[config.mk]
export PLATFORM = sky130hd
export DESIGN_NAME = e2q_cordic
export DESIGN_NICKNAME = d
export VERILOG_FILES = /design/src/rtl/euler_to_quaternion_core_defines.svh /design/src/rtl/e2q_pkg.sv /design/src/rtl/e2q_cordic.sv
export SDC_FILE = /design/constraint.sdc
export NUM_CORES = 2
export LEC_CHECK = 0
export BUFFER_PORTS_ARGS = -buffer_cell sky130_fd_sc_hd__buf_2
export CORE_MARGIN = 5
export CORE_UTILIZATION = 50
export DETAILED_ROUTE_END_ITERATION = 10
export PLACE_DENSITY_LB_ADDON = 0.05
export REMOVE_ABC_BUFFERS = 1
export SYNTH_ARGS = -nofsm -noshare
export SYNTH_HDL_FRONTEND = slang
export SYNTH_SLANG_ARGS = --single-unit
[constraint.sdc]
create_clock -name clk -period 5.88 [get_ports clk]
set_input_delay 0.294 -clock clk [delete_from_list [all_inputs] [get_ports clk]]
set_output_delay 0.294 -clock clk [all_outputs]
set_load 0.005 [all_outputs]
[src/rtl/euler_to_quaternion_core_defines.svh]
// Assertion macros for the euler_to_quaternion core.
// Needs clk and rst_n in the scope where the macros are used.
`ifndef EULER_TO_QUATERNION_CORE_DEFINES_SVH
`define EULER_TO_QUATERNION_CORE_DEFINES_SVH

// same-cycle implication
`define E2Q_ASSERT_IMP(lbl, ante, cons, msg) \
    lbl: assert property (@(posedge clk) disable iff (!rst_n) (ante) |-> (cons)) \
        else $error(msg);

// next-cycle implication
`define E2Q_ASSERT_NXT(lbl, ante, cons, msg) \
    lbl: assert property (@(posedge clk) disable iff (!rst_n) (ante) |=> (cons)) \
        else $error(msg);

`endif

[src/rtl/e2q_pkg.sv]
// Shared widths, constants and tables for the euler_to_quaternion core.
// No dependencies.
package e2q_pkg;

    localparam int ANG_W      = 18;
    localparam int TW_W       = 20;
    localparam int HW_W       = 17;
    localparam int MAG_W      = 15;
    localparam int Q_W        = 10;
    localparam int R_W        = 6;
    localparam int MZ_W       = 31;
    localparam int Z_W        = 33;
    localparam int XY_W       = 34;
    localparam int SC_W       = 17;
    localparam int PROD_W     = 34;
    localparam int TRI_W      = 51;
    localparam int SUM_W      = 52;
    localparam int OUT_W      = 16;
    localparam int IN_W       = 16;
    localparam int CFG_IDX_W  = 2;
    localparam int CFG_DATA_W = 16;
    localparam int PREP_STAGES = 3;
    localparam int COMB_STAGES = 3;

    localparam logic [CFG_IDX_W-1:0] CFG_REMAP_EN = 2'd0;
    localparam logic [CFG_IDX_W-1:0] CFG_HEAD_OFS = 2'd1;

    localparam logic signed [ANG_W-1:0] NINETY_Q7 = 18'sd11520;
    localparam logic signed [TW_W-1:0] HALF_TURN_Q8    = 20'sd46080;
    localparam logic signed [TW_W-1:0] FULL_TURN_Q8    = 20'sd92160;
    localparam logic signed [TW_W-1:0] QUARTER_TURN_Q8 = 20'sd23040;

    // floor(mag/45) via reciprocal, then one correction step
    localparam logic [11:0] RECIP_45 = 12'd2912;
    localparam int RECIP_SH = 17;
    localparam logic [15:0] DIV_45 = 16'd45;
    localparam logic [MZ_W-1:0] FRAC_MUL = 31'd46603;

    localparam logic signed [XY_W-1:0] GAIN_Q30 = 34'sd652032874;
    localparam logic signed [OUT_W-1:0] ONE_Q14 = 16'sd16384;

    function automatic logic signed [Z_W-1:0] atan_entry(input int idx);
        logic signed [Z_W-1:0] v;
        begin
            unique case (idx)
                0:  v = 33'sh020000000;
                1:  v = 33'sh012E4051D;
                2:  v = 33'sh009FB385B;
                3:  v = 33'sh0051111D4;
                4:  v = 33'sh0028B0D43;
                5:  v = 33'sh00145D7E1;
                6:  v = 33'sh000A2F61E;
                7:  v = 33'sh000517C55;
                8:  v = 33'sh00028BE53;
                9:  v = 33'sh000145F2F;
                10: v = 33'sh0000A2F98;
                11: v = 33'sh0000517CC;
                12: v = 33'sh000028BE6;
                13: v = 33'sh0000145F3;
                14: v = 33'sh00000A2F9;
                15: v = 33'sh00000517C;
                16: v = 33'sh0000028BE;
                17: v = 33'sh00000145F;
                18: v = 33'sh000000A2F;
                19: v = 33'sh000000517;
                20: v = 33'sh00000028B;
                21: v = 33'sh000000145;
                22: v = 33'sh0000000A2;
                23: v = 33'sh000000051;
                default: v = '0;
            endcase
            return v;
        end
    endfunction

    // floor((17r + 22) / 45): remainder part of round(r * 2^21 / 45)
    function automatic logic [4:0] frac_corr(input logic [R_W-1:0] r);
        logic [4:0] c;
        begin
            unique case (r)
                6'd0,  6'd1:                      c = 5'd0;
                6'd2,  6'd3:                      c = 5'd1;
                6'd4,  6'd5,  6'd6:               c = 5'd2;
                6'd7,  6'd8,  6'd9:               c = 5'd3;
                6'd10, 6'd11:                     c = 5'd4;
                6'd12, 6'd13, 6'd14:              c = 5'd5;
                6'd15, 6'd16, 6'd17:              c = 5'd6;
                6'd18, 6'd19:                     c = 5'd7;
                6'd20, 6'd21, 6'd22:              c = 5'd8;
                6'd23, 6'd24, 6'd25:              c = 5'd9;
                6'd26, 6'd27:                     c = 5'd10;
                6'd28, 6'd29, 6'd30:              c = 5'd11;
                6'd31, 6'd32, 6'd33:              c = 5'd12;
                6'd34, 6'd35:                     c = 5'd13;
                6'd36, 6'd37, 6'd38:              c = 5'd14;
                6'd39, 6'd40, 6'd41:              c = 5'd15;
                6'd42, 6'd43:                     c = 5'd16;
                6'd44:                            c = 5'd17;
                default:                          c = 5'd0;
            endcase
            return c;
        end
    endfunction

endpackage

[src/rtl/e2q_cordic.sv]
// Pipelined rotation-mode CORDIC: one stage per step plus a rounding stage
// giving Q15 cosine and sine. Uses e2q_pkg.
module e2q_cordic #(
    parameter int STEPS = 16
)
(
    input  logic                                clk,
    input  logic [STEPS:0]                      en,
    input  logic signed [e2q_pkg::Z_W-1:0]      z_in,
    input  logic                                flip_in,
    output logic signed [e2q_pkg::SC_W-1:0]     cos_out,
    output logic signed [e2q_pkg::SC_W-1:0]     sin_out
);

    localparam logic signed [e2q_pkg::XY_W-1:0] RND_Q15 = 34'sd16384;

    logic signed [e2q_pkg::XY_W-1:0] x_reg [STEPS];
    logic signed [e2q_pkg::XY_W-1:0] y_reg [STEPS];
    logic signed [e2q_pkg::Z_W-1:0]  z_reg [STEPS];
    logic                            flip_reg [STEPS];

    for (genvar i = 0; i < STEPS; i++)
    begin : g_step
        logic signed [e2q_pkg::XY_W-1:0] x_prev;
        logic signed [e2q_pkg::XY_W-1:0] y_prev;
        logic signed [e2q_pkg::Z_W-1:0]  z_prev;
        logic                            f_prev;
        logic signed [e2q_pkg::XY_W-1:0] x_next;
        logic signed [e2q_pkg::XY_W-1:0] y_next;
        logic signed [e2q_pkg::Z_W-1:0]  z_next;

        if (i == 0)
        begin : g_init
            assign x_prev = e2q_pkg::GAIN_Q30;
            assign y_prev = '0;
            assign z_prev = z_in;
            assign f_prev = flip_in;
        end
        else
        begin : g_chain
            assign x_prev = x_reg[i-1];
            assign y_prev = y_reg[i-1];
            assign z_prev = z_reg[i-1];
            assign f_prev = flip_reg[i-1];
        end

        always_comb
        begin
            if (z_prev >= 0)
            begin
                x_next = x_prev - (y_prev >>> i);
                y_next = y_prev + (x_prev >>> i);
                z_next = z_prev - e2q_pkg::atan_entry(i);
            end
            else
            begin
                x_next = x_prev + (y_prev >>> i);
                y_next = y_prev - (x_prev >>> i);
                z_next = z_prev + e2q_pkg::atan_entry(i);
            end
        end

        always_ff @(posedge clk)
        begin
            if (en[i])
            begin
                x_reg[i]    <= x_next;
                y_reg[i]    <= y_next;
                z_reg[i]    <= z_next;
                flip_reg[i] <= f_prev;
            end
        end
    end

    logic signed [e2q_pkg::XY_W-1:0] x_rnd;
    logic signed [e2q_pkg::XY_W-1:0] y_rnd;
    logic signed [e2q_pkg::SC_W-1:0] c_q15;
    logic signed [e2q_pkg::SC_W-1:0] s_q15;
    logic signed [e2q_pkg::SC_W-1:0] cos_next;
    logic signed [e2q_pkg::SC_W-1:0] sin_next;

    always_comb
    begin
        x_rnd    = (x_reg[STEPS-1] + RND_Q15) >>> 15;
        y_rnd    = (y_reg[STEPS-1] + RND_Q15) >>> 15;
        c_q15    = $signed(x_rnd[e2q_pkg::SC_W-1:0]);
        s_q15    = $signed(y_rnd[e2q_pkg::SC_W-1:0]);
        cos_next = flip_reg[STEPS-1] ? -c_q15 : c_q15;
        sin_next = flip_reg[STEPS-1] ? -s_q15 : s_q15;
    end

    always_ff @(posedge clk)
    begin
        if (en[STEPS])
        begin
            cos_out <= cos_next;
            sin_out <= sin_next;
        end
    end

endmodule

==> impl_metrics.prom <==
# TYPE chip_impl_metric gauge
chip_impl_info{name="run_status",value="finished, final reports clean"} 1
chip_impl_metric{name="die-area",unit="um2"} 256000
chip_impl_info{name="rsz0062_at_grt",value="no"} 1
chip_impl_info{name="synth_common_cells",value="sky130_fd_sc_hd__edfxtp_1, sky130_fd_sc_hd__ha_1, sky130_fd_sc_hd__xnor2_1"} 1
chip_impl_metric{name="grt_antenna_before_repair",unit=""} 6
chip_impl_metric{name="syn_area",unit="um2"} 123000
chip_impl_info{name="post_synth_main_area_contributors",value="sky130_fd_sc_hd__edfxtp_1, sky130_fd_sc_hd__ha_1, sky130_fd_sc_hd__xnor2_1, sky130_fd_sc_hd__xor2_1, sky130_fd_sc_hd__a21oi_1"} 1
chip_impl_metric{name="netlist.area_leader.share",unit="%"} 36.1
chip_impl_metric{name="setup_ws",unit="ns"} 0.279
chip_impl_metric{name="yosys_warnings",unit=""} 0
chip_impl_metric{name="syn-mean-instance-area",unit="um2"} 9.69
chip_impl_metric{name="fillers",unit=""} 21602
chip_impl_metric{name="setup_viol_count_final",unit=""} 0
chip_impl_info{name="crit_path_start_kind",value="flop"} 1
chip_impl_metric{name="largest_register_ff_count",unit=""} 495
chip_impl_metric{name="yosys.cell_types.count",unit=""} 89
chip_impl_info{name="clock_tree.root_cell",value="sky130_fd_sc_hd__clkbuf_16"} 1
chip_impl_metric{name="place_hpwl",unit="mm"} 258
chip_impl_metric{name="insertion_delay",unit="ns"} 0.86
chip_impl_metric{name="grt_pass1_vias",unit=""} 93071
chip_impl_metric{name="postRouteWirelength",unit="mm"} 323
chip_impl_metric{name="core",unit="um2"} 244000
chip_impl_metric{name="fraction_of_final_layout_cells_with_drive_strength_greater_than_1",unit="%"} 4.82
chip_impl_metric{name="timing.critical_path.arrival",unit="ns"} 6.22
chip_impl_metric{name="cap_violations",unit=""} 0
chip_impl_metric{name="io_pins",unit=""} 86
chip_impl_metric{name="asyncSetResetFlopFracSynth",unit="%"} 0
chip_impl_info{name="timing.hold.worst.class",value="in2reg"} 1
chip_impl_metric{name="grt_pass1_wl",unit="mm"} 510
chip_impl_metric{name="global_route.overflow_total",unit=""} 0
chip_impl_metric{name="numCtsBuffers",unit=""} 174
chip_impl_info{name="netlist.top_cell.by_area",value="sky130_fd_sc_hd__edfxtp_1"} 1
chip_impl_metric{name="groute.usage.overall",unit="%"} 24.5
chip_impl_metric{name="area.growth.synth_to_final",unit="%"} 8.94
chip_impl_metric{name="placedInstanceArea",unit="um2"} 127000
chip_impl_metric{name="max_slew_violation_count",unit=""} 0
chip_impl_metric{name="firstDrtPassIters",unit=""} 6
chip_impl_metric{name="floorplan.die.height",unit="um"} 505
chip_impl_metric{name="post-place-cells",unit=""} 15888
chip_impl_metric{name="synth-seq-cells",unit=""} 1476
chip_impl_info{name="ys_dominant_reg_cell",value="sky130_fd_sc_hd__edfxtp_1"} 1
chip_impl_metric{name="slew-limit-headroom",unit="%"} 28.1
chip_impl_metric{name="buffer_ports.inserted",unit=""} 85
chip_impl_metric{name="postLayoutCellArea",unit="um2"} 134000
chip_impl_metric{name="via_cell_ratio",unit=""} 5.93
chip_impl_info{name="synthMostInstantiatedCell",value="sky130_fd_sc_hd__edfxtp_1"} 1
chip_impl_metric{name="detail_route.drc_violations",unit=""} 0
chip_impl_metric{name="route.detailed.wl_per_inst",unit="um"} 19.9
chip_impl_metric{name="cts_sinks",unit=""} 1476
chip_impl_metric{name="postCtsSetupBuffers",unit=""} 0
chip_impl_metric{name="synth_edf_count",unit=""} 1476
chip_impl_metric{name="max-clock-path-buffers",unit=""} 3
chip_impl_metric{name="layout_worst_path_cycle_share",unit="%"} 95.3
chip_impl_metric{name="timing.critical_path.required",unit="ns"} 6.50
chip_impl_metric{name="floorplan.initialDensity",unit="%"} 50.4
chip_impl_info{name="cts_tree",value="built"} 1
chip_impl_metric{name="clock_tree.htree_level_count",unit=""} 4
chip_impl_metric{name="nets",unit=""} 14379
chip_impl_metric{name="num_rows",unit=""} 181
chip_impl_metric{name="vias",unit=""} 96446
chip_impl_metric{name="clkTransAtPathRegs",unit="ns"} 0.06
chip_impl_metric{name="worst-path-max-fanout",unit=""} 5
chip_impl_metric{name="multi_input_comb_area",unit="um2"} 75800
chip_impl_info{name="critPathKind",value="reg2reg"} 1
chip_impl_metric{name="grt_start_max_net_pins",unit=""} 82
chip_impl_metric{name="place_congestion",unit=""} 0.935
chip_impl_metric{name="fin_skew",unit="ns"} 0.0406
chip_impl_metric{name="post_synth_inst_count",unit=""} 12671
chip_impl_metric{name="final_antenna_net_count",unit=""} 0
chip_impl_metric{name="synth_sequential_area_ratio",unit="%"} 36.1
chip_impl_metric{name="post_place_worst_slack",unit="ns"} 0.0632
chip_impl_metric{name="stdcell_count",unit=""} 16262
chip_impl_metric{name="clock.fmax",unit="MHz"} 179
chip_impl_metric{name="drt-initial-drc-count",unit=""} 6745
chip_impl_metric{name="worst-slew-pin-transition",unit="ns"} 1.07
chip_impl_metric{name="ff_latch_area",unit="um2"} 44300
chip_impl_metric{name="die_width",unit="um"} 505
chip_impl_metric{name="final.setup.tns",unit="ns"} 0
chip_impl_info{name="sort_of_element_at_the_end_of_the_critical_path",value="flop"} 1
chip_impl_metric{name="final_hold_viol_count",unit=""} 0
chip_impl_metric{name="period_minus_slack",unit="ns"} 5.60
-- routing by layer --
layer | global-route usage, % | routed length (um)
met1 | 32.3 | 145000
met2 | 42.0 | 153000
met3 | 2.86 | 13700
met4 | 7.74 | 10800
met5 | 0 | 13
-- placed cells by master (no fill, tap or decap), types with 220 or more instances in the layout --
cell type | synthesis | layout
sky130_fd_sc_hd__a21o_1 | 574 | 574
sky130_fd_sc_hd__a21oi_1 | 1021 | 1021
sky130_fd_sc_hd__edfxtp_1 | 1476 | 1476
sky130_fd_sc_hd__ha_1 | 1378 | 1378
sky130_fd_sc_hd__inv_1 | 540 | 540
sky130_fd_sc_hd__nand2_1 | 778 | 778
sky130_fd_sc_hd__nand2b_1 | 227 | 227
sky130_fd_sc_hd__nand3_1 | 261 | 261
sky130_fd_sc_hd__nor2_1 | 844 | 844
sky130_fd_sc_hd__nor3_1 | 257 | 257
sky130_fd_sc_hd__o21a_1 | 227 | 227
sky130_fd_sc_hd__o21ai_0 | 898 | 898
sky130_fd_sc_hd__o31ai_1 | 220 | 220
sky130_fd_sc_hd__xnor2_1 | 1130 | 1130
sky130_fd_sc_hd__xor2_1 | 678 | 678
-- area by class of cell --
type | instances | area share (%)
Multi-Input combinational cell | 10480 | 56.7
Sequential cell | 1476 | 33.1
Clock buffer | 205 | 3.36
Tap cell | 3202 | 3.00
Inverter | 545 | 1.53
Timing Repair Buffer | 230 | 1.27
Clock inverter | 117 | 1.04
Antenna cell | 7 | 0.0131
-- timing repair --
item,CTS,global route
endpoints found under the setup margin,0,6
gates resized for setup,0,4
endpoints found under the hold margin,366,0
hold buffers,45,0
-- worst max-delay path, stage by stage, from the launching register on --
cell and delay (ns):
sky130_fd_sc_hd__edfxtp_1 0.46, sky130_fd_sc_hd__or4_1 0.56, sky130_fd_sc_hd__or3_1 0.43, sky130_fd_sc_hd__or4_1 0.59
sky130_fd_sc_hd__nand2_1 0.12, sky130_fd_sc_hd__xor2_1 0.16, sky130_fd_sc_hd__ha_1 0.31, sky130_fd_sc_hd__a21o_1 0.18
sky130_fd_sc_hd__a21o_1 0.17, sky130_fd_sc_hd__a2111oi_0 0.56, sky130_fd_sc_hd__o21ai_0 0.23, sky130_fd_sc_hd__or3_1 0.36
sky130_fd_sc_hd__o2111ai_1 0.26, sky130_fd_sc_hd__a31oi_1 0.22, sky130_fd_sc_hd__o2111ai_1 0.23, sky130_fd_sc_hd__o31ai_1 0.10
sky130_fd_sc_hd__a2111oi_0 0.42
-- path summary, 6_finish.rpt --
check	startpoint	end	slack, ns	cells past startpoint
max	y_reg[0][111]$_DFFE_PP_	x_reg[0][168]$_DFFE_PP_	0.28	16
min	en[3]	y_reg[0][129]$_DFFE_PP_	0.04	1
max reg2reg	y_reg[0][111]$_DFFE_PP_	x_reg[0][168]$_DFFE_PP_	0.28	16
min reg2reg	z_reg[1][33]$_DFFE_PP_	z_reg[1][66]$_DFFE_PP_	0.42	0
-- metrics by stage --
step	utilization (%)	hold WS [ns]
finish	54.9	0.0416
global route	54.9	0.0388
CTS	54.9	0.00762
detailed placement	52.3	0.405
global placement	52.3	0.402
floorplan	-	0.393
-- cells by family after synthesis --
logic type | Yosys count | share of synthesized area, %
compound gates | 3878 | 20.3
simple gates | 3334 | 13.5
xor+xnor | 1809 | 12.9
flops | 1476 | 36.1
fa+ha+maj | 1420 | 14.7
buf+inv | 715 | 2.19
mux | 39 | 0.318
Power is not shown: default switching activity piles up to over one toggle a cycle in this logic, so the estimate is an artifact.
