===== src/rtl/euler_to_quaternion_core_defines.svh =====
// Assertion macros for the euler_to_quaternion core.
// Needs clk and rst_n in the scope where the macros are used.
`ifndef EULER_TO_QUATERNION_CORE_DEFINES_SVH
`define EULER_TO_QUATERNION_CORE_DEFINES_SVH

// same-cycle implication
`define E2Q_ASSERT_IMP(lbl, ante, cons, msg) \
    lbl: assert property (@(posedge clk) disable iff (!rst_n) (ante) |-> (cons)) \
        else $error(msg);

// next-cycle implication
`define E2Q_ASSERT_NXT(lbl, ante, cons, msg) \
    lbl: assert property (@(posedge clk) disable iff (!rst_n) (ante) |=> (cons)) \
        else $error(msg);

`endif


===== src/rtl/e2q_pkg.sv =====
// Shared widths, constants and tables for the euler_to_quaternion core.
// No dependencies.
package e2q_pkg;

    localparam int ANG_W      = 18;
    localparam int TW_W       = 20;
    localparam int HW_W       = 17;
    localparam int MAG_W      = 15;
    localparam int Q_W        = 10;
    localparam int R_W        = 6;
    localparam int MZ_W       = 31;
    localparam int Z_W        = 33;
    localparam int XY_W       = 34;
    localparam int SC_W       = 17;
    localparam int PROD_W     = 34;
    localparam int TRI_W      = 51;
    localparam int SUM_W      = 52;
    localparam int OUT_W      = 16;
    localparam int IN_W       = 16;
    localparam int CFG_IDX_W  = 2;
    localparam int CFG_DATA_W = 16;
    localparam int PREP_STAGES = 3;
    localparam int COMB_STAGES = 3;

    localparam logic [CFG_IDX_W-1:0] CFG_REMAP_EN = 2'd0;
    localparam logic [CFG_IDX_W-1:0] CFG_HEAD_OFS = 2'd1;

    localparam logic signed [ANG_W-1:0] NINETY_Q7 = 18'sd11520;
    localparam logic signed [TW_W-1:0] HALF_TURN_Q8    = 20'sd46080;
    localparam logic signed [TW_W-1:0] FULL_TURN_Q8    = 20'sd92160;
    localparam logic signed [TW_W-1:0] QUARTER_TURN_Q8 = 20'sd23040;

    // floor(mag/45) via reciprocal, then one correction step
    localparam logic [11:0] RECIP_45 = 12'd2912;
    localparam int RECIP_SH = 17;
    localparam logic [15:0] DIV_45 = 16'd45;
    localparam logic [MZ_W-1:0] FRAC_MUL = 31'd46603;

    localparam logic signed [XY_W-1:0] GAIN_Q30 = 34'sd652032874;
    localparam logic signed [OUT_W-1:0] ONE_Q14 = 16'sd16384;

    function automatic logic signed [Z_W-1:0] atan_entry(input int idx);
        logic signed [Z_W-1:0] v;
        begin
            unique case (idx)
                0:  v = 33'sh020000000;
                1:  v = 33'sh012E4051D;
                2:  v = 33'sh009FB385B;
                3:  v = 33'sh0051111D4;
                4:  v = 33'sh0028B0D43;
                5:  v = 33'sh00145D7E1;
                6:  v = 33'sh000A2F61E;
                7:  v = 33'sh000517C55;
                8:  v = 33'sh00028BE53;
                9:  v = 33'sh000145F2F;
                10: v = 33'sh0000A2F98;
                11: v = 33'sh0000517CC;
                12: v = 33'sh000028BE6;
                13: v = 33'sh0000145F3;
                14: v = 33'sh00000A2F9;
                15: v = 33'sh00000517C;
                16: v = 33'sh0000028BE;
                17: v = 33'sh00000145F;
                18: v = 33'sh000000A2F;
                19: v = 33'sh000000517;
                20: v = 33'sh00000028B;
                21: v = 33'sh000000145;
                22: v = 33'sh0000000A2;
                23: v = 33'sh000000051;
                default: v = '0;
            endcase
            return v;
        end
    endfunction

    // floor((17r + 22) / 45): remainder part of round(r * 2^21 / 45)
    function automatic logic [4:0] frac_corr(input logic [R_W-1:0] r);
        logic [4:0] c;
        begin
            unique case (r)
                6'd0,  6'd1:                      c = 5'd0;
                6'd2,  6'd3:                      c = 5'd1;
                6'd4,  6'd5,  6'd6:               c = 5'd2;
                6'd7,  6'd8,  6'd9:               c = 5'd3;
                6'd10, 6'd11:                     c = 5'd4;
                6'd12, 6'd13, 6'd14:              c = 5'd5;
                6'd15, 6'd16, 6'd17:              c = 5'd6;
                6'd18, 6'd19:                     c = 5'd7;
                6'd20, 6'd21, 6'd22:              c = 5'd8;
                6'd23, 6'd24, 6'd25:              c = 5'd9;
                6'd26, 6'd27:                     c = 5'd10;
                6'd28, 6'd29, 6'd30:              c = 5'd11;
                6'd31, 6'd32, 6'd33:              c = 5'd12;
                6'd34, 6'd35:                     c = 5'd13;
                6'd36, 6'd37, 6'd38:              c = 5'd14;
                6'd39, 6'd40, 6'd41:              c = 5'd15;
                6'd42, 6'd43:                     c = 5'd16;
                6'd44:                            c = 5'd17;
                default:                          c = 5'd0;
            endcase
            return c;
        end
    endfunction

endpackage


===== src/rtl/e2q_prep.sv =====
// Angle preparation lane: wrap to a half turn, fold to a quarter turn, scale
// to a binary angle. Three register stages. Uses e2q_pkg.
module e2q_prep
(
    input  logic                                   clk,
    input  logic [e2q_pkg::PREP_STAGES-1:0]        en,
    input  logic signed [e2q_pkg::ANG_W-1:0]       angle,
    output logic signed [e2q_pkg::Z_W-1:0]         z_out,
    output logic                                   flip_out
);

    // stage 1: wrap into [-180, 180) degrees
    logic signed [e2q_pkg::TW_W-1:0] t_ext;
    logic signed [e2q_pkg::TW_W-1:0] t_wrap;
    logic signed [e2q_pkg::TW_W-1:0] t_hw;
    logic signed [e2q_pkg::HW_W-1:0] hw_next;
    logic signed [e2q_pkg::HW_W-1:0] hw_reg;

    always_comb
    begin
        t_ext = e2q_pkg::TW_W'(angle) + e2q_pkg::HALF_TURN_Q8;
        priority if (t_ext < 0)
        begin
            t_wrap = t_ext + e2q_pkg::FULL_TURN_Q8;
        end
        else if (t_ext >= e2q_pkg::FULL_TURN_Q8)
        begin
            t_wrap = t_ext - e2q_pkg::FULL_TURN_Q8;
        end
        else
        begin
            t_wrap = t_ext;
        end
        t_hw    = t_wrap - e2q_pkg::HALF_TURN_Q8;
        hw_next = $signed(t_hw[e2q_pkg::HW_W-1:0]);
    end

    always_ff @(posedge clk)
    begin
        if (en[0])
        begin
            hw_reg <= hw_next;
        end
    end

    // stage 2: fold to +-90 degrees, magnitude, coarse quotient by 45
    logic signed [e2q_pkg::TW_W-1:0] hw_ext;
    logic signed [e2q_pkg::TW_W-1:0] h2;
    logic [e2q_pkg::TW_W-1:0]        h2_abs;
    logic                            flip_next;
    logic [e2q_pkg::MAG_W-1:0]       mag_next;
    logic [26:0]                     q0_prod;
    logic [e2q_pkg::MAG_W-1:0]       mag_reg;
    logic [e2q_pkg::Q_W-1:0]         q0_reg;
    logic                            neg_reg;
    logic                            flip2_reg;

    always_comb
    begin
        hw_ext = e2q_pkg::TW_W'(hw_reg);
        priority if (hw_ext > e2q_pkg::QUARTER_TURN_Q8)
        begin
            h2        = hw_ext - e2q_pkg::HALF_TURN_Q8;
            flip_next = 1'b1;
        end
        else if (hw_ext < -e2q_pkg::QUARTER_TURN_Q8)
        begin
            h2        = hw_ext + e2q_pkg::HALF_TURN_Q8;
            flip_next = 1'b1;
        end
        else
        begin
            h2        = hw_ext;
            flip_next = 1'b0;
        end
        h2_abs   = (h2 < 0) ? e2q_pkg::TW_W'(-h2) : e2q_pkg::TW_W'(h2);
        mag_next = h2_abs[e2q_pkg::MAG_W-1:0];
        q0_prod  = 27'(mag_next) * 27'(e2q_pkg::RECIP_45);
    end

    always_ff @(posedge clk)
    begin
        if (en[1])
        begin
            mag_reg   <= mag_next;
            q0_reg    <= q0_prod[e2q_pkg::RECIP_SH +: e2q_pkg::Q_W];
            neg_reg   <= (h2 < 0);
            flip2_reg <= flip_next;
        end
    end

    // stage 3: correct quotient, add remainder table, apply sign
    logic [15:0]                     m45;
    logic [15:0]                     r0;
    logic [e2q_pkg::Q_W-1:0]         q_fix;
    logic [e2q_pkg::R_W-1:0]         r_fix;
    logic [e2q_pkg::MZ_W-1:0]        magz;
    logic signed [e2q_pkg::Z_W-1:0]  z_pos;
    logic signed [e2q_pkg::Z_W-1:0]  z_next;

    always_comb
    begin
        m45 = 16'(q0_reg) * e2q_pkg::DIV_45;
        r0  = 16'(mag_reg) - m45;
        if (r0 >= e2q_pkg::DIV_45)
        begin
            q_fix = q0_reg + 1'b1;
            r_fix = e2q_pkg::R_W'(r0 - e2q_pkg::DIV_45);
        end
        else
        begin
            q_fix = q0_reg;
            r_fix = e2q_pkg::R_W'(r0);
        end
        magz = {q_fix, 21'd0} + e2q_pkg::MZ_W'(r_fix) * e2q_pkg::FRAC_MUL
             + e2q_pkg::MZ_W'(e2q_pkg::frac_corr(r_fix));
        z_pos  = $signed({2'b00, magz});
        z_next = neg_reg ? -z_pos : z_pos;
    end

    always_ff @(posedge clk)
    begin
        if (en[2])
        begin
            z_out    <= z_next;
            flip_out <= flip2_reg;
        end
    end

endmodule


===== config.mk =====
export PLATFORM = sky130hd
export DESIGN_NAME = e2q_prep
export DESIGN_NICKNAME = d
export VERILOG_FILES = /design/src/rtl/euler_to_quaternion_core_defines.svh /design/src/rtl/e2q_pkg.sv /design/src/rtl/e2q_prep.sv
export SDC_FILE = /design/constraint.sdc
export NUM_CORES = 1
export LEC_CHECK = 0
export ABC_AREA = 1
export BUFFER_PORTS_ARGS = -buffer_cell sky130_fd_sc_hd__buf_4
export CORE_MARGIN = 3
export CORE_UTILIZATION = 52
export DETAILED_ROUTE_END_ITERATION = 10
export GPL_ROUTABILITY_DRIVEN = 1
export PLACE_DENSITY = 0.77
export RECOVER_POWER = 100
export SETUP_SLACK_MARGIN = 0.5
export SYNTH_ARGS = -nofsm -noshare
export SYNTH_HDL_FRONTEND = slang
export SYNTH_SLANG_ARGS = --single-unit

===== constraint.sdc =====
create_clock -name clk -period 16.8 [get_ports clk]
set_input_delay 1.68 -clock clk [delete_from_list [all_inputs] [get_ports clk]]
set_output_delay 1.68 -clock clk [all_outputs]
set_load 0.02 [all_outputs]

==> results of run 1 <==
## through the flow
step	setup WS, ps	instances	util
2_1_floorplan	8520	1462	-
3_3_place_gp	7570	1781	0.575
3_5_place_dp	7430	1781	0.575
4_1_cts	7360	1797	0.589
5_1_grt	5640	1797	0.581
6_report	6610	1797	0.581
## cells in the final DEF, fill, tap and decap left out, types with 5 or more instances in the layout
master and instances:
ha_1 148, fa_1 66, o21ai_0 47, clkbuf_16 9, clkbuf_1 43, nand3b_1 7
nor2_1 114, clkbuf_4 6, nand3_1 72, nor3_1 18, xor2_1 74, nand2_1 330
buf_4 7, nand4_1 24, nand3_2 6, edfxtp_1 78, o21bai_1 5, xnor2_1 26
inv_1 310, or2_2 6, a21oi_1 61, nand2_2 7
## worst register-to-register path: cells and delay by family, from the launching register on
family,cells,cell delay (ps)
adder cells (fa/ha/maj),8,3160
XOR/XNOR,1,340
AND/OR/NAND/NOR,29,3690
AO/OA/AOI/OAI,3,1510
buffers and inverters,8,750
flip-flops,1,490
## logic make-up (layout without fill, tap and decap cells)
logic type | Yosys count | after routing | share of synthesized area
AO/OA/AOI/OAI | 139 | 139 | 0.0705
XOR/XNOR | 107 | 107 | 0.0897
AND/OR/NAND/NOR | 601 | 601 | 0.234
buffers and inverters | 322 | 387 | 0.110
flip-flops | 78 | 78 | 0.210
adder cells (fa/ha/maj) | 215 | 215 | 0.285
## area by class of cell
class,count,area share
Multi-Input combinational cell,1062,0.632
Sequential cell,78,0.196
Inverter,316,0.0990
Tap cell,270,0.0282
Timing Repair Buffer,55,0.0213
Clock buffer,10,0.0191
Clock inverter,6,0.00512
## routing by layer
layer | part of all wire | routed length [um] | up-vias
li1 | - | - | 4754
met1 | 0.43 | 10400 | 4320
met2 | 0.52 | 12400 | 148
met3 | 0.028 | 678 | 38
met4 | 0.020 | 480 | 0
met5 | 0 | 0 | -
## path summary, 6_finish.rpt
check                 start   endpoint  slack (ps)  depth (start not counted)
setup / recovery  q0_reg[6]  z_out[30]        6610                         49
hold / removal    flip2_reg   flip_out         440                          0
setup reg to reg  q0_reg[6]  z_out[30]        6610                         49
hold reg to reg   flip2_reg   flip_out         440                          0
==> reports/results.tsv, run 1 <==
stage	metric	value	unit
grt	GRT met2 Usage	0.395	
setup_path	Crit path top cell by count	nand2_1	
outcome	failing checks	capacitance limit, slew limit	
drt	Pre-antenna DRT Iters	5	
finish	area of the multi-input gates	0.00756	sq mm
place	# port buffers	55	
setup_path	Critical Path Slowest Stage Cell	o21ai_0	
outcome	status	finished with violations	
grt	first-pass GRT wire length	41.2	mm
floorplanning	CORE AREA	0.0206	sq mm
synthesis	Avg Inst Size Synth	7.63	sq um
timing	skew final	9.81	ps
setup_path	Critical Path RT	16920	ps
finish	total area of sequential cells	0.00234	sq mm
synthesis	cell with the most instances after synthesis	nand2_1	
synthesis	Async SR Flop Fraction	0	
synthesis	syn nets	1698	
synthesis	post-synthesis sequential area ratio	0.210	
finish	max FFs per register	33	
clock_network	hold buffer count at cts	0	
synthesis	largest area contributor in the netlist	edfxtp_1	
finish	Design Area, Final	0.0120	sq mm
place	detailed placer's ending HPWL	20.6	mm
grt	GR Overflow Total	0	
floorplanning	Top Ports	56	
floorplanning	die height	152	um
drt	WL final	23.9	mm
grt	vias in the first global route	9276	
place	gpl congestion	0.947	
grt	GR Util met1	0.248	
drt	initial DRC count	514	
setup_path	CP Launch Type	flip-flop	
setup_path	CP Data Arrival Time	10310	ps
drt	via count	9260	
setup_path	Top delay family on crit path	simple AND/OR/NAND/NOR gates	
timing	RSZ-0062 raised after global routing	false	
synthesis	Post-synth EDFFs	78	
grt	largest net degree at the start of global routing	35	
drt	routed vias/inst	5.15	
synthesis	Netlist cell types	53	
timing	Post-Route Setup TNS	0	ps
finish	share of layout cells above drive strength 1	0.0445	
synthesis	Synth area leaders	edfxtp_1 21%, ha_1 17%, fa_1 12%, nand2_1 11%, inv_1 10%	
synthesis	Main synth FF type	edfxtp_1	
grt	met3 global-route usage	0.0239	
place	Cell Area, Placed	0.0119	sq mm
timing	Achievable Freq	98.1	MHz
timing	Tcrit/Tclk final	0.607	
clock_network	CTS root buffer	clkbuf_16	
clock_network	postcts setup bufs	0	
clock_network	deepest clock path buffer count	2	
timing	Worst Max-Slew Pin Slew	1800	ps
setup_path	Crit Path Category	reg -> reg	
clock_network	post-CTS sizing	0	
drt	DRT antenna net count	0	
floorplanning	Die X	152	um
synthesis	Yosys Warn Count	0	
timing	Finish-stage setup viols	0	
floorplanning	Die ar.	0.0232	sq mm
grt	initial antenna violation count	0	
clock_network	Worst-path clk slew	60	ps
timing	Hold Vio Cnt, Final	0	
clock_network	CTS Sinks	78	
setup_path	Max Fanout on Critical Path	20	
synthesis	Synth top area share	0.210	
drt	Routed wire per std cell	13.3	um
finish	P&R area growth vs syn	7.35	%
grt	most crowded layer after global routing	met2	
setup_path	Crit. End Element	flip-flop	
clock_network	CTS tree	done	
clock_network	Num CTS Buffers	9	
clock_network	CTS H-tree depth	3	
grt	total track usage	0.209	
floorplanning	# rows	52	
drt	DRC	0	
timing	Hold Slack	445	ps
finish	# diodes	0	
finish	fill count	1900	
clock_network	later-pin clock latency in the skew report	360	ps
flow_run	Max Cap Viol	1	
synthesis	Syn Inst Count	1462	
synthesis	commonest cells in the netlist	327 x nand2_1, 310 x inv_1, 148 x ha_1	
worst_hold_path	Min-Delay Path Class	reg -> reg	
setup_path	CP max stage delay	830	ps
timing	min cycle time layout	10190	ps
timing	Pins Over Slew Limit	35	
floorplanning	initial core utilization	0.541	
synthesis	number of synthesized register bits	78	
setup_path	Critical path buffers and inverters	8	
finish	Final nets	1758	
timing	Max-slew headroom	-0.200	
synthesis	Netlist Area Pre-Place	0.0112	sq mm
Power of run 1 is not shown: default switching activity piles up to over one toggle a cycle in this logic, so the estimate is an artifact.
==> inputs of run 2 (changes only) <==
- clock period: 16.8 -> 10.6 ns (I/O delays scaled with it)
==> run 2 against run 1 <==
Compared with the run above: the flow still finishes with violations (capacitance limit, slew limit); count of clock-buffer cells in the layout fell by 1; cell area rose by 0.59%; utilization rose by 0.34 points; wire length rose by 0.86%; flip-flop and latch count did not move; fmax rose by 7.6%; die area did not move; via count barely moved; first-iteration DRC count fell by 12%; non-clock buffer count did not move; clock skew barely moved; worst hold slack improved by 6.4 ps; highest routed layer unchanged.
==> reports/results.tsv, run 2 (synthesized netlist as in run 1, its figures left out) <==
stage	metric	value	unit
finish	max FFs per register	33	
setup_path	Crit path top cell by count	nand2_1	
setup_path	reg2reg setup slack	1130	ps
drt	WL final	24.1	mm
timing	Hold Vio Cnt, Final	0	
place	# port buffers	55	
timing	Worst Max-Slew Pin Slew	1840	ps
setup_path	Critical path buffers and inverters	8	
setup_path	FF-to-FF Start	q0_reg[6]	
floorplanning	die height	152	um
timing	Finish-stage setup viols	0	
drt	DRC	0	
worst_hold_path	worst min-delay path startpoint	flip2_reg	
drt	Pre-antenna DRT Iters	6	
setup_path	Max Fanout on Critical Path	20	
setup_path	CP Data Arrival Time	9580	ps
setup_path	r2r endpoint	z_out[30]	
timing	Achievable Freq	106	MHz
finish	share of layout cells above drive strength 1	0.0485	
timing	Post-Route Setup TNS	0	ps
finish	fill count	1907	
timing	RSZ-0062 raised after global routing	false	
finish	Final nets	1758	
grt	initial antenna violation count	0	
place	gpl congestion	0.941	
place	detailed placer's ending HPWL	20.6	mm
clock_network	CTS tree	done	
worst_hold_path	Hold Crit Depth	0	
finish	# diodes	0	
clock_network	hold buffer count at cts	0	
timing	min cycle time layout	9470	ps
clock_network	CTS Sinks	78	
setup_path	Top delay family on crit path	adder cells	
floorplanning	Die ar.	0.0232	sq mm
setup_path	CP max stage delay	610	ps
floorplanning	Die X	152	um
setup_path	Crit Path Category	reg -> reg	
grt	largest net degree at the start of global routing	35	
drt	initial DRC count	450	
drt	via count	9266	
grt	total track usage	0.208	
timing	Pins Over Slew Limit	35	
setup_path	Critical Path RT	10710	ps
setup_path	FF-to-FF path depth	45	
worst_hold_path	Min-Delay Path Class	reg -> reg	
finish	area of the multi-input gates	0.00757	sq mm
clock_network	CTS root buffer	clkbuf_16	
outcome	status	finished with violations	
drt	Routed wire per std cell	13.4	um
worst_hold_path	Worst Hold End	flip_out	
floorplanning	initial core utilization	0.541	
setup_path	Crit. End Element	flip-flop	
timing	skew final	9.91	ps
clock_network	CTS H-tree depth	3	
clock_network	Num CTS Buffers	9	
floorplanning	# rows	52	
floorplanning	CORE AREA	0.0206	sq mm
timing	Max-slew headroom	-0.224	
clock_network	deepest clock path buffer count	2	
grt	vias in the first global route	9140	
clock_network	later-pin clock latency in the skew report	350	ps
drt	routed vias/inst	5.16	
setup_path	Critical Path Slowest Stage Cell	o21ai_0	
setup_path	CP Launch Type	flip-flop	
finish	leading cell type in the layout, fill and taps excluded	nand2_1	
finish	most frequent cells in the layout	329 x nand2_1, 310 x inv_1, 148 x ha_1	
finish	total area of sequential cells	0.00234	sq mm
grt	GR Overflow Total	0	
floorplanning	Top Ports	56	
finish	P&R area growth vs syn	7.97	%
drt	DRT antenna net count	0	
clock_network	Worst-path clk slew	60	ps
outcome	failing checks	capacitance limit, slew limit	
grt	first-pass GRT wire length	41.0	mm
timing	Tcrit/Tclk final	0.893	
flow_run	Max Cap Viol	1	
==> run 2: cell count changes in the layout (fill, tap and decap cells not counted), sizes merged <==
cell      before  now
inv          315  316
clkbuf        58   57
clkinvlp       2    0
bufinv         1    3
==> run 2: layout make-up <==
type                            count  area share
Multi-Input combinational cell   1062       0.629
Clock inverter                      7     0.00997
Inverter                          316      0.0985
Clock buffer                        9      0.0187
Sequential cell                    78       0.194
Tap cell                          270      0.0280
Timing Repair Buffer               55      0.0215
==> run 2: worst reg2reg max path: cells and delay by family (launching register included) <==
kind                     cells  cell delay (ps)
adder cells (fa/ha/maj)      9             3820
AND/OR/NAND/NOR             24             2960
AO/OA/AOI/OAI                3             1040
buffers and inverters        8              590
flip-flops                   1              490
XOR/XNOR                     1              350
==> run 2: what timing repair did <==
action                                  CTS  global route
gates resized for setup                   0             1
endpoints found under the setup margin    0             3
hold endpoints to repair                  0             0
buffers inserted                          0             0
==> run 2: how the worst max path moves through the flow <==
stage                           end  depth (start not counted)  slack [ps]  startpoint
after global placement    z_out[30]                         46        1360   q0_reg[8]
after CTS                 z_out[30]                         46        1170   q0_reg[6]
after global routing      z_out[30]                         49         370   q0_reg[6]
final                     z_out[30]                         45        1130   q0_reg[6]
after detailed placement  z_out[30]                         46        1230   q0_reg[6]
after floorplan           z_out[30]                         48        2320   q0_reg[6]
==> run 2: metrics by stage <==
stage,utilization,std cells,cell area (sq um),setup slack (ps),hold slack (ps)
final,0.584,1797,12000,1130,451
after global routing,0.584,1797,12000,372,472
after CTS,0.592,1797,12200,1170,466
after detailed placement,0.575,1781,11900,1230,450
after global placement,0.575,1781,11900,1360,443
after floorplan,-,1462,11200,2320,400
==> run 2: per-layer routing <==
layer	track usage	share of wire	vias to the layer above
li1	-	-	4774
met1	0.248	0.42	4243
met2	0.391	0.52	198
met3	0.0275	0.033	51
met4	0.0636	0.027	0
met5	0	0	-
Power of run 2 is left out for the same reason.
==> inputs of run 3 (changes only) <==
- BUFFER_PORTS_ARGS: -buffer_cell sky130_fd_sc_hd__buf_4 -> unset
- DONT_BUFFER_PORTS: unset -> 1
- GPL_TIMING_DRIVEN: unset -> 0
- PLACE_DENSITY: 0.77 -> 0.75
==> run 3 against run 2 <==
Compared with the run above: the flow now finishes without violations; worst hold slack lost 31 ps; via count decreased by 2.4%; die area unchanged; wire length decreased by 3.1%; register-to-register slack worse by 60 ps; global-route usage down 0.18 points; critical path depth down 4; utilization is 1.0 points lower; worst setup slack worse by 63 ps; largest cell class unchanged; highest routed layer unchanged.
==> reports/results.tsv, run 3 (synthesized netlist as in run 1, its figures left out) <==
stage	metric	value	unit
outcome	status	finished clean	
setup_path	Critical Path Slowest Stage Cell	fa_1	
clock_network	later-pin clock latency in the skew report	350	ps
clock_network	Num CTS Buffers	9	
drt	via count	9039	
floorplanning	Top Ports	56	
setup_path	Max Fanout on Critical Path	10	
clock_network	postcts setup bufs	0	
timing	final setup margin	1070	ps
grt	initial antenna violation count	0	
setup_path	CP Launch Type	flip-flop	
place	gpl congestion	0.906	
drt	DRC	0	
floorplanning	die height	152	um
floorplanning	# rows	52	
clock_network	deepest clock path buffer count	2	
drt	WL final	23.4	mm
place	pre-CTS WS	1270	ps
clock_network	CTS Sinks	78	
finish	Final nets	1709	
clock_network	hold buffer count at cts	0	
finish	P&R area growth vs syn	6.07	%
timing	Post-Route Setup TNS	0	ps
setup_path	Crit. End Element	flip-flop	
setup_path	CP max stage delay	530	ps
finish	Layout Utilization	0.574	
timing	Tcrit/Tclk final	0.899	
floorplanning	Die ar.	0.0232	sq mm
place	# port buffers	0	
timing	Achievable Freq	105	MHz
floorplanning	CORE AREA	0.0206	sq mm
timing	Hold Vio Cnt, Final	0	
timing	Max-slew headroom	0.599	
timing	Hold Slack	420	ps
floorplanning	initial core utilization	0.541	
clock_network	post-CTS sizing	0	
finish	# diodes	0	
clock_network	Worst-path clk slew	60	ps
setup_path	Top delay family on crit path	adder cells	
timing	skew final	11.7	ps
floorplanning	Die X	152	um
finish	most frequent cells in the layout	329 x nand2_1, 311 x inv_1, 148 x ha_1	
place	detailed placer's ending HPWL	20.0	mm
grt	GR Overflow Total	0	
setup_path	Crit Path Category	reg -> reg	
setup_path	Critical Path RT	10680	ps
clock_network	CTS H-tree depth	3	
timing	Finish-stage setup viols	0	
timing	RSZ-0062 raised after global routing	false	
finish	share of layout cells above drive strength 1	0.0419	
drt	initial DRC count	466	
drt	routed vias/inst	5.17	
drt	Pre-antenna DRT Iters	5	
clock_network	CTS tree	done	
grt	total track usage	0.207	
setup_path	CP Data Arrival Time	9610	ps
clock_network	CTS root buffer	clkbuf_16	
timing	min cycle time layout	9530	ps
flow_run	Max Cap Viol	0	
drt	Routed wire per std cell	13.4	um
drt	DRT antenna net count	0	
setup_path	Crit path top cell by count	nand2_1	
grt	vias in the first global route	9097	
grt	first-pass GRT wire length	40.8	mm
grt	largest net degree at the start of global routing	35	
timing	Worst Max-Slew Pin Slew	600	ps
finish	max FFs per register	33	
finish	leading cell type in the layout, fill and taps excluded	nand2_1	
worst_hold_path	Min-Delay Path Class	reg -> reg	
setup_path	Critical path buffers and inverters	7	
timing	Pins Over Slew Limit	0	
-- run 3: cell count changes in the layout (fill, tap and decap cells not counted), moves of 2 or more --
cell / previous run / this run
clkinv_4: 2 / 0
buf_1: 0 / 2
clkbuf_4: 7 / 0
clkbuf_1: 41 / 3
buf_4: 7 / 0
-- run 3: cell type report --
class / instances / area (sq um)
Fill cell: 1876 / 8790
Inverter: 316 / 1190
Buffer: 6 / 33.8
Tap cell: 270 / 338
Clock buffer: 9 / 225
Sequential cell: 78 / 2340
Clock inverter: 7 / 119
Multi-Input combinational cell: 1062 / 7590
-- run 3: metrics by stage --
stage / area (sq um) / std cells
after floorplan: 11200 / 1462
after global placement: 11500 / 1732
after detailed placement: 11500 / 1732
after CTS: 11800 / 1748
after global routing: 11800 / 1748
final: 11800 / 1748
-- run 3: worst paths after layout --
check             slack (ps)  cells past startpoint        end       from
setup / recovery        1070                     41  z_out[25]  q0_reg[6]
hold / removal           420                      0   flip_out  flip2_reg
setup reg to reg        1070                     41  z_out[25]  q0_reg[6]
hold reg to reg          420                      0   flip_out  flip2_reg
-- run 3: routing by layer --
metal  up-vias  wire length, um  global-route usage
met1      4178            10100               0.250
met2       151            12100               0.386
met5         -                0                   0
met3        42              670              0.0236
li1       4668                -                   -
met4         0              556              0.0619
-- run 3: worst reg2reg max path: cells and delay by family (launching register included) --
kind                       cells  cell delay (ps)
AOI/OAI and AO/OA              1              260
xor gates and xnor gates       3              740
adders and majority gates     10             4060
buffers and inverters          7              980
DFF                            1              500
and+or+nand+nor               20             2710
Power of run 3 is left out for the same reason.
